`config.mk`:
```
export PLATFORM = sky130hd
export DESIGN_NAME = claim_table_engine_core
export DESIGN_NICKNAME = d
export VERILOG_FILES = /design/src/hw/rtl/cte_pkg.sv /design/src/hw/rtl/claim_table_engine_core.sv /design/src/hw/rtl/cte_store.sv /design/src/hw/rtl/cte_unit.sv
export SDC_FILE = /design/constraint.sdc
export NUM_CORES = 2
export LEC_CHECK = 0
export BUFFER_PORTS_ARGS = -buffer_cell sky130_fd_sc_hd__buf_2
export CORE_MARGIN = 5
export CORE_UTILIZATION = 50
export DETAILED_ROUTE_END_ITERATION = 10
export PLACE_DENSITY = 0.68
export SYNTH_ARGS = -nofsm -noshare
export SYNTH_HDL_FRONTEND = slang
export SYNTH_SLANG_ARGS = --single-unit
```
`constraint.sdc`:
```
create_clock -name aclk -period 8.1 [get_ports aclk]
set_input_delay 0.405 -clock aclk [delete_from_list [all_inputs] [get_ports aclk]]
set_output_delay 0.405 -clock aclk [all_outputs]
set_load 0.01 [all_outputs]
```
`src/hw/rtl/cte_pkg.sv`:
```
// Shared types, codes and constants of the claim table engine.
package cte_pkg;

    localparam int ENTRIES_DEF = 16;

    // Operation codes.
    localparam logic [2:0] OP_ADD        = 3'd0;
    localparam logic [2:0] OP_REM_HANDLE = 3'd1;
    localparam logic [2:0] OP_REM_OWNER  = 3'd2;
    localparam logic [2:0] OP_EXPIRE     = 3'd3;
    localparam logic [2:0] OP_QUERY      = 3'd4;
    localparam logic [2:0] OP_CLEAR      = 3'd5;

    // Claim kinds and their priorities.
    localparam logic [1:0] KIND_HARD = 2'd0;
    localparam logic [1:0] KIND_SOFT = 2'd1;
    localparam logic [1:0] KIND_SPEC = 2'd2;
    localparam logic [1:0] PRIO_HARD = 2'd3;
    localparam logic [1:0] PRIO_SOFT = 2'd2;
    localparam logic [1:0] PRIO_SPEC = 2'd1;
    localparam logic [1:0] PRIO_NONE = 2'd0;

    localparam logic [1:0]  WEAKEST_RESET = KIND_SPEC;
    localparam logic [31:0] HANDLE_FIRST  = 32'd1;
    localparam logic [31:0] HANDLE_LAST   = 32'hFFFF_FFFF;
    localparam logic [4:0]  COUNT_SAT     = 5'd31;
    localparam logic [31:0] EXPIRY_NEVER  = 32'd0;

    typedef struct packed {
        logic [2:0]  op;
        logic [31:0] cell_req;
        logic [31:0] domains;
        logic [1:0]  kind;
        logic [31:0] owner;
        logic [31:0] expires_at;
        logic [31:0] handle;
        logic [31:0] now_tick;
    } cte_in_t;

    typedef struct packed {
        logic [31:0] new_handle;
        logic        table_full;
        logic        found;
        logic [4:0]  removed_count;
        logic        holds;
        logic [1:0]  priority_res;
    } cte_out_t;

    typedef struct packed {
        logic [31:0] cell_key;
        logic [31:0] domains;
        logic [1:0]  kind;
        logic [31:0] owner;
        logic [31:0] expiry;
        logic [31:0] handle;
    } cte_entry_t;

    typedef struct packed {
        logic       handle_hit;
        logic       owner_hit;
        logic       expire_hit;
        logic [1:0] prio;
    } cte_match_t;

    typedef enum logic [1:0] {
        ST_IDLE,
        ST_ADD,
        ST_WALK,
        ST_DONE
    } cte_state_t;

endpackage

```
`src/hw/rtl/claim_table_engine_core.sv`:
```
// Claim table engine top level: sequencer, valid bits, handle counter and result register.
// Add scans the valid bits for the lowest free entry and reports a full table if none is free;
// remove by handle, remove by owner, expire and query walk the entry memory one entry per cycle
// through its registered read port (a handle hit ends early); clear and unknown operations go
// straight to the result. One request is in work at a time: the next one is taken in the cycle
// after the result is posted, later while an earlier result still waits on the output.
// Reset clears the valid bits at once, sets the handle counter to 1 and the honored kind to
// speculative; entry contents are not cleared.
module claim_table_engine_core #(
    parameter int ENTRIES = cte_pkg::ENTRIES_DEF
) (
    input  logic              aclk,
    input  logic              aresetn,
    // Request channel.
    input  logic              s_valid,
    output logic              s_ready,
    input  cte_pkg::cte_in_t  s_data,
    // Result channel.
    output logic              m_valid,
    input  logic              m_ready,
    output cte_pkg::cte_out_t m_data,
    // Configuration write channel for the weakest honored kind.
    input  logic              cfg_valid,
    output logic              cfg_ready,
    input  logic [1:0]        cfg_data
);

    // Entry index width, and a walk counter wide enough to hold ENTRIES itself.
    localparam int IDX_W = (ENTRIES > 1) ? $clog2(ENTRIES) : 1;
    localparam int CNT_W = $clog2(ENTRIES + 1);

    cte_pkg::cte_state_t state_reg, state_next;
    logic [ENTRIES-1:0]  valid_reg, valid_next;
    logic [31:0]         handle_reg, handle_next;
    logic [1:0]          weakest_reg, weakest_next;
    cte_pkg::cte_in_t    req_reg, req_next;
    cte_pkg::cte_out_t   res_reg, res_next;
    logic [IDX_W-1:0]    add_idx_reg, add_idx_next;
    logic [CNT_W-1:0]    rd_cnt_reg, rd_cnt_next;
    logic                cmp_live_reg, cmp_live_next;
    logic [IDX_W-1:0]    cmp_idx_reg, cmp_idx_next;
    logic                m_valid_reg, m_valid_next;
    cte_pkg::cte_out_t   m_data_reg, m_data_next;

    logic                mem_we;
    cte_pkg::cte_entry_t mem_wdata;
    cte_pkg::cte_entry_t mem_rdata;
    cte_pkg::cte_match_t match;
    logic                walk_end;

    // The entry memory is read one address per cycle; the data for the entry addressed in
    // one cycle reaches the compare unit in the next, tracked by cmp_live/cmp_idx.
    cte_store #(
        .ENTRIES(ENTRIES)
    ) u_store (
        .aclk (aclk),
        .we   (mem_we),
        .waddr(add_idx_reg),
        .wdata(mem_wdata),
        .raddr(rd_cnt_reg[IDX_W-1:0]),
        .rdata(mem_rdata)
    );

    cte_unit u_unit (
        .entry  (mem_rdata),
        .req    (req_reg),
        .weakest(weakest_reg),
        .match  (match)
    );

    // A new claim takes the latched request; a kind of 3 is stored as speculative.
    always_comb begin
        mem_wdata.cell_key = req_reg.cell_req;
        mem_wdata.domains  = req_reg.domains;
        mem_wdata.kind     = (req_reg.kind > cte_pkg::KIND_SPEC) ? cte_pkg::KIND_SPEC
                                                                 : req_reg.kind;
        mem_wdata.owner    = req_reg.owner;
        mem_wdata.expiry   = req_reg.expires_at;
        mem_wdata.handle   = handle_reg;
    end

    assign cfg_ready = 1'b1;
    assign s_ready   = (state_reg == cte_pkg::ST_IDLE);
    assign m_valid   = m_valid_reg;
    assign m_data    = m_data_reg;
    assign walk_end  = (rd_cnt_reg == CNT_W'(ENTRIES)) && !cmp_live_reg;

    always_comb begin
        state_next    = state_reg;
        valid_next    = valid_reg;
        handle_next   = handle_reg;
        weakest_next  = weakest_reg;
        req_next      = req_reg;
        res_next      = res_reg;
        add_idx_next  = add_idx_reg;
        rd_cnt_next   = rd_cnt_reg;
        cmp_live_next = 1'b0;
        cmp_idx_next  = rd_cnt_reg[IDX_W-1:0];
        m_valid_next  = m_valid_reg;
        m_data_next   = m_data_reg;
        mem_we        = 1'b0;

        // A register value of 3 behaves as speculative, so it is stored clamped.
        if (cfg_valid) begin
            weakest_next = (cfg_data > cte_pkg::WEAKEST_RESET) ? cte_pkg::WEAKEST_RESET
                                                               : cfg_data;
        end

        if (m_valid_reg && m_ready) begin
            m_valid_next = 1'b0;
        end

        case (state_reg)
            cte_pkg::ST_IDLE: begin
                if (s_valid) begin
                    req_next     = s_data;
                    res_next     = '0;
                    add_idx_next = '0;
                    rd_cnt_next  = '0;
                    case (s_data.op)
                        cte_pkg::OP_ADD: begin
                            state_next = cte_pkg::ST_ADD;
                        end
                        cte_pkg::OP_REM_HANDLE, cte_pkg::OP_REM_OWNER,
                        cte_pkg::OP_EXPIRE, cte_pkg::OP_QUERY: begin
                            state_next = cte_pkg::ST_WALK;
                        end
                        cte_pkg::OP_CLEAR: begin
                            // The handle counter is kept across a clear.
                            valid_next = '0;
                            state_next = cte_pkg::ST_DONE;
                        end
                        default: begin
                            state_next = cte_pkg::ST_DONE;
                        end
                    endcase
                end
            end

            // Scan the valid bits for the lowest free entry, one per cycle.
            cte_pkg::ST_ADD: begin
                if (!valid_reg[add_idx_reg]) begin
                    mem_we                 = 1'b1;
                    valid_next[add_idx_reg] = 1'b1;
                    res_next.new_handle    = handle_reg;
                    // Handle zero is never issued: the counter wraps back to one.
                    handle_next = (handle_reg == cte_pkg::HANDLE_LAST) ? cte_pkg::HANDLE_FIRST
                                                                       : handle_reg + 32'd1;
                    state_next  = cte_pkg::ST_DONE;
                end else if (add_idx_reg == IDX_W'(ENTRIES - 1)) begin
                    res_next.table_full = 1'b1;
                    state_next          = cte_pkg::ST_DONE;
                end else begin
                    add_idx_next = add_idx_reg + IDX_W'(1);
                end
            end

            // Walk the entries through the compare unit in ascending order; a remove by handle stops at its first hit.
            cte_pkg::ST_WALK: begin
                if (rd_cnt_reg != CNT_W'(ENTRIES)) begin
                    cmp_live_next = 1'b1;
                    rd_cnt_next   = rd_cnt_reg + CNT_W'(1);
                end
                if (walk_end) begin
                    state_next = cte_pkg::ST_DONE;
                end
                if (cmp_live_reg && valid_reg[cmp_idx_reg]) begin
                    case (req_reg.op)
                        cte_pkg::OP_REM_HANDLE: begin
                            // Only the lowest-numbered entry with the handle is removed.
                            if (match.handle_hit) begin
                                valid_next[cmp_idx_reg] = 1'b0;
                                res_next.found          = 1'b1;
                                state_next              = cte_pkg::ST_DONE;
                            end
                        end
                        cte_pkg::OP_REM_OWNER, cte_pkg::OP_EXPIRE: begin
                            if ((req_reg.op == cte_pkg::OP_REM_OWNER) ? match.owner_hit
                                                                      : match.expire_hit) begin
                                valid_next[cmp_idx_reg] = 1'b0;
                                if (res_reg.removed_count != cte_pkg::COUNT_SAT) begin
                                    res_next.removed_count = res_reg.removed_count + 5'd1;
                                end
                            end
                        end
                        cte_pkg::OP_QUERY: begin
                            if (match.prio > res_reg.priority_res) begin
                                res_next.priority_res = match.prio;
                                res_next.holds        = 1'b1;
                            end
                        end
                        default: begin
                        end
                    endcase
                end
            end

            // Hand the result to the output register once it is free.
            cte_pkg::ST_DONE: begin
                if (!m_valid_reg || m_ready) begin
                    m_valid_next = 1'b1;
                    m_data_next  = res_reg;
                    state_next   = cte_pkg::ST_IDLE;
                end
            end

            default: begin
                state_next = cte_pkg::ST_IDLE;
            end
        endcase
    end

    always_ff @(posedge aclk) begin
        if (!aresetn) begin
            state_reg    <= cte_pkg::ST_IDLE;
            valid_reg    <= '0;
            handle_reg   <= cte_pkg::HANDLE_FIRST;
            weakest_reg  <= cte_pkg::WEAKEST_RESET;
            rd_cnt_reg   <= '0;
            cmp_live_reg <= 1'b0;
            m_valid_reg  <= 1'b0;
        end else begin
            state_reg    <= state_next;
            valid_reg    <= valid_next;
            handle_reg   <= handle_next;
            weakest_reg  <= weakest_next;
            rd_cnt_reg   <= rd_cnt_next;
            cmp_live_reg <= cmp_live_next;
            m_valid_reg  <= m_valid_next;
        end
    end

    always_ff @(posedge aclk) begin
        req_reg     <= req_next;
        res_reg     <= res_next;
        add_idx_reg <= add_idx_next;
        cmp_idx_reg <= cmp_idx_next;
        m_data_reg  <= m_data_next;
    end

    // The handle counter never holds zero.
    assert property (@(posedge aclk) disable iff (!aresetn) handle_reg != 32'd0)
        else $error("handle counter reached zero");

    // A result reports holds exactly when it carries a nonzero priority.
    assert property (@(posedge aclk) disable iff (!aresetn)
        m_valid_reg |-> (m_data_reg.holds == (m_data_reg.priority_res != cte_pkg::PRIO_NONE)))
        else $error("holds and priority disagree");

    // A full-table add issues no handle.
    assert property (@(posedge aclk) disable iff (!aresetn)
        (m_valid_reg && m_data_reg.table_full) |-> (m_data_reg.new_handle == 32'd0))
        else $error("handle issued on full table");

    // At most one claim is added per cycle.
    assert property (@(posedge aclk) disable iff (!aresetn)
        1'b1 |=> ($countones(valid_reg) <= $past($countones(valid_reg)) + 1))
        else $error("more than one entry allocated in a cycle");

endmodule

```
`src/hw/rtl/cte_store.sv`:
```
// Claim entry memory: one write port and one registered read port.
module cte_store #(
    parameter int ENTRIES = cte_pkg::ENTRIES_DEF
) (
    input  logic                                   aclk,
    input  logic                                   we,
    input  logic [((ENTRIES > 1) ? $clog2(ENTRIES) : 1)-1:0] waddr,
    input  cte_pkg::cte_entry_t                    wdata,
    input  logic [((ENTRIES > 1) ? $clog2(ENTRIES) : 1)-1:0] raddr,
    output cte_pkg::cte_entry_t                    rdata
);

    cte_pkg::cte_entry_t mem [ENTRIES];
    cte_pkg::cte_entry_t rdata_reg;

    always_ff @(posedge aclk) begin
        if (we) begin
            mem[waddr] <= wdata;
        end
        rdata_reg <= mem[raddr];
    end

    assign rdata = rdata_reg;

endmodule

```
`src/hw/rtl/cte_unit.sv`:
```
// Shared compare unit: checks one stored claim against the current request.
module cte_unit (
    input  cte_pkg::cte_entry_t entry,
    input  cte_pkg::cte_in_t    req,
    input  logic [1:0]          weakest,
    output cte_pkg::cte_match_t match
);

    logic honored;
    logic on_cell;

    always_comb begin
        honored = (entry.kind <= weakest);
        on_cell = (entry.cell_key == req.cell_req) && ((entry.domains & req.domains) != 32'd0);

        match.handle_hit = (entry.handle == req.handle);
        match.owner_hit  = (entry.owner == req.owner);
        match.expire_hit = (entry.expiry != cte_pkg::EXPIRY_NEVER) &&
                           (req.now_tick >= entry.expiry);
        match.prio       = cte_pkg::PRIO_NONE;
        if (honored && on_cell) begin
            case (entry.kind)
                cte_pkg::KIND_HARD: match.prio = cte_pkg::PRIO_HARD;
                cte_pkg::KIND_SOFT: match.prio = cte_pkg::PRIO_SOFT;
                default:            match.prio = cte_pkg::PRIO_SPEC;
            endcase
        end
    end

endmodule
```
==> out/metrics.cfg <==
[yosys]
synth.area.top_cells=edfxtp_1 75%, mux4_2 16%, dfxtp_1 3.9%
synth-xor-area-share=0.0101
synth_top_area_cell=edfxtp_1
yosys.cell_count.top_type=edfxtp_1
syn_inst=4826
synth.top_cells.by_count=2,877 x edfxtp_1, 817 x mux4_2, 225 x dfxtp_1
synth_area_mm2=0.115
ys_ff_latch=3102
synth_cell_types=60
yosysWarnings=0
synth-edff-count=2877
ys_seq_area_frac=0.792
synthMuxAreaShare=0.161
async_flop_share=0
synth_top_area_frac=0.752
synth_compound_area_frac=0.00835
syn_nets=5079
synth_top_family_by_area=multiplexers
yosys.area_share.simple=0.0143
ys.flop_type=edfxtp_1
synth_adder_area_share=0.00534
avgSynthCellArea_um2=23.8

[grt]
grt_pass1_vias=54764
grt_usage=0.220
grt_overflow=0
antenna_found_initial=8
grt_max_degree=148
grt_pass1_wl_um=383000

[clock_network]
h-tree-depth=5
cts_sinks=3102
clock_path_buffers=4
clkLatencyLatePin_ns=0.93
path_clk_slew_ns=0.06
clockRootBuffer=clkbuf_16
cts_buffers=325
cts_tree=yes
cts_resized=0

[final_layout]
fin_nets=5718
instances_no_fill=8739
drive_above_1_share=0.287
largest_register_ffs=2592
area_growth_pct=15.3
utilization=0.578
stdcell_area_mm2=0.132
n_fill_cell=16069

[drt]
antenna_left=0
routedWlPerCell_um=29.8
highest_layer=met4
routed-via-count=52599
route.met2.wl_um=133000
wl_met1_um=106000
viasPerCell=6.02
route.detailed.drc=0
dr.first_iter.drc_count=5108
drt_first_pass_iters=7
drt_wl_total_um=261000
met3_length_um=15800

[sta]
timing.final.ws_setup_ns=3.40
setup_tns_ns=0
tightest_slew_ns=1.31
period_minus_slack_ns=4.70
slew_violations=0
hold_viol=0
max_freq_mhz=213
fin_skew_ns=0.0518
finalCritPeriodShare=0.580
rsz0062_at_grt=false
maxSlewHeadroom=0.130
setup_viol=0

[setup_path]
critPathBufInv=1
ff2ff_setup_slack_ns=3.40
critical_path_class=flip-flop to flip-flop
crit_slowest_cell=and3_4
critPathRequiredTime_ns=8.63
cp_top_family=simple AND/OR/NAND/NOR gates
reg2reg_depth=6
start_kind=flip-flop
r2r_end=u_store.mem[3][97]
max_stage_delay_ns=0.87
reg2reg_from=add_idx_reg[0]
cp_cell_sequence=mux4_2 -> mux2_2 -> mux2_2 -> nor2_2 -> and3_4 -> buf_4
cp_common_cell=mux2_2
critPathMaxFanout=44
critPathArrivalTime_ns=5.22
end_kind=flip-flop

[flow_run]
cap_violations=0

[floorplan]
start_util=0.501
num_rows=176
die_x_um=489
die_area_mm2=0.239
floorplan.die.height_um=489
coreArea_mm2=0.229
ios=249

[placed_design]
preCtsSetupSlack_ns=3.45
hpwl_um=137000
placed_cell_area_mm2=0.120
placed_cells=7959
place_congestion=0.792
portBuffers=247

[worst_hold_path]
hold_class=input port to flip-flop
hold_path_depth=4
hp-start=s_valid
min_to=state_reg[1]

[outcome]
outcome=finished clean

[pwr]
power_density_mw_per_mm2=289
leakage_nw=42.0
vdd_drop_max_uv=231

[worst max-delay path by stage]
stage,start,endpoint,slack [ns],depth (start not counted)
6_report,add_idx_reg[0],u_store.mem[3][97],3.40,6
5_1_grt,add_idx_reg[0],u_store.mem[3][52],3.25,6
2_1_floorplan,add_idx_reg[0],u_store.mem[10][0],1.51,8
3_3_place_gp,add_idx_reg[0],u_store.mem[3][5],3.50,6
3_5_place_dp,add_idx_reg[0],u_store.mem[3][1],3.45,6
4_1_cts,add_idx_reg[0],u_store.mem[3][47],3.40,6
[cells in the final DEF, fill, tap and decap left out, drive strengths merged, types with 2 or more instances in the layout]
| cell | n |
|---|---|
| a221oi | 5 |
| nand2b | 9 |
| nor4 | 34 |
| inv | 58 |
| nor3 | 13 |
| a21oi | 40 |
| clkbuf | 433 |
| a31oi | 15 |
| mux2i | 7 |
| a22o | 4 |
| and3 | 28 |
| o21bai | 4 |
| a22oi | 9 |
| dfxtp | 225 |
| dlygate4sd3 | 205 |
| and2 | 38 |
| nand2 | 40 |
| nand4 | 22 |
| o221a | 2 |
| mux4 | 817 |
| o21ai | 21 |
| xor2 | 100 |
| ha | 49 |
| diode | 4 |
| xnor2 | 32 |
| nand3 | 29 |
| clkinv | 94 |
| nand4b | 2 |
| bufinv | 27 |
| mux2 | 4 |
| buf | 324 |
| edfxtp | 2877 |
| nor2 | 74 |
| o211ai | 8 |
| a211oi | 15 |
| a41oi | 6 |
| clkinvlp | 7 |
| nor2b | 15 |
[what timing repair did]
item,CTS,global route
hold buffers,205,0
hold endpoints to repair,207,0
setup buffers,0,0
[layout make-up]
class	instances	area, µm²	share of cell area
tap	3026	3790	0.0286
sequential	3102	90900	0.687
inverter	48	180	0.00136
antenna	4	10.0	0.0000756
clock buffer	433	8850	0.0669
multi-input combinational	1459	23000	0.174
clock inverter	138	1400	0.0106
timing repair buffer	529	4270	0.0322
[layer usage]
metal / up-vias / track usage
li1: 21703 / -
met1: 28494 / 0.309
met2: 1999 / 0.369
met3: 403 / 0.0289
met4: 0 / 0.0571
met5: - / 0
[stage by stage]
stage | hold WS [ns] | total power, W
floorplan | 0.329 | 0.0227
global placement | 0.404 | 0.0241
detailed placement | 0.405 | 0.0242
CTS | 0.0872 | 0.0386
global route | 0.147 | 0.0396
finish | 0.155 | 0.0382
[worst min-delay path, cell delays in order]
cell	delay [ns]
buf_2	0.11
nand2b_1	0.20
nand3_1	0.15
o221a_2	0.19
[cells by family after synthesis]
family | after synthesis
compound gates | 139
xor+xnor | 132
fa+ha+maj | 49
buf+inv | 265
flops | 3102
mux | 828
other cells | 1
simple gates | 310
[report_power, final]
part | internal [W] | leakage (nW) | switching (W) | total, W
registers | 0.0191 | 28.6 | 0.000847 | 0.0200
clock network | 0.00853 | 5.03 | 0.00587 | 0.0144
logic | 0.00165 | 8.33 | 0.00223 | 0.00388
Power figures use the tool's default switching activity.
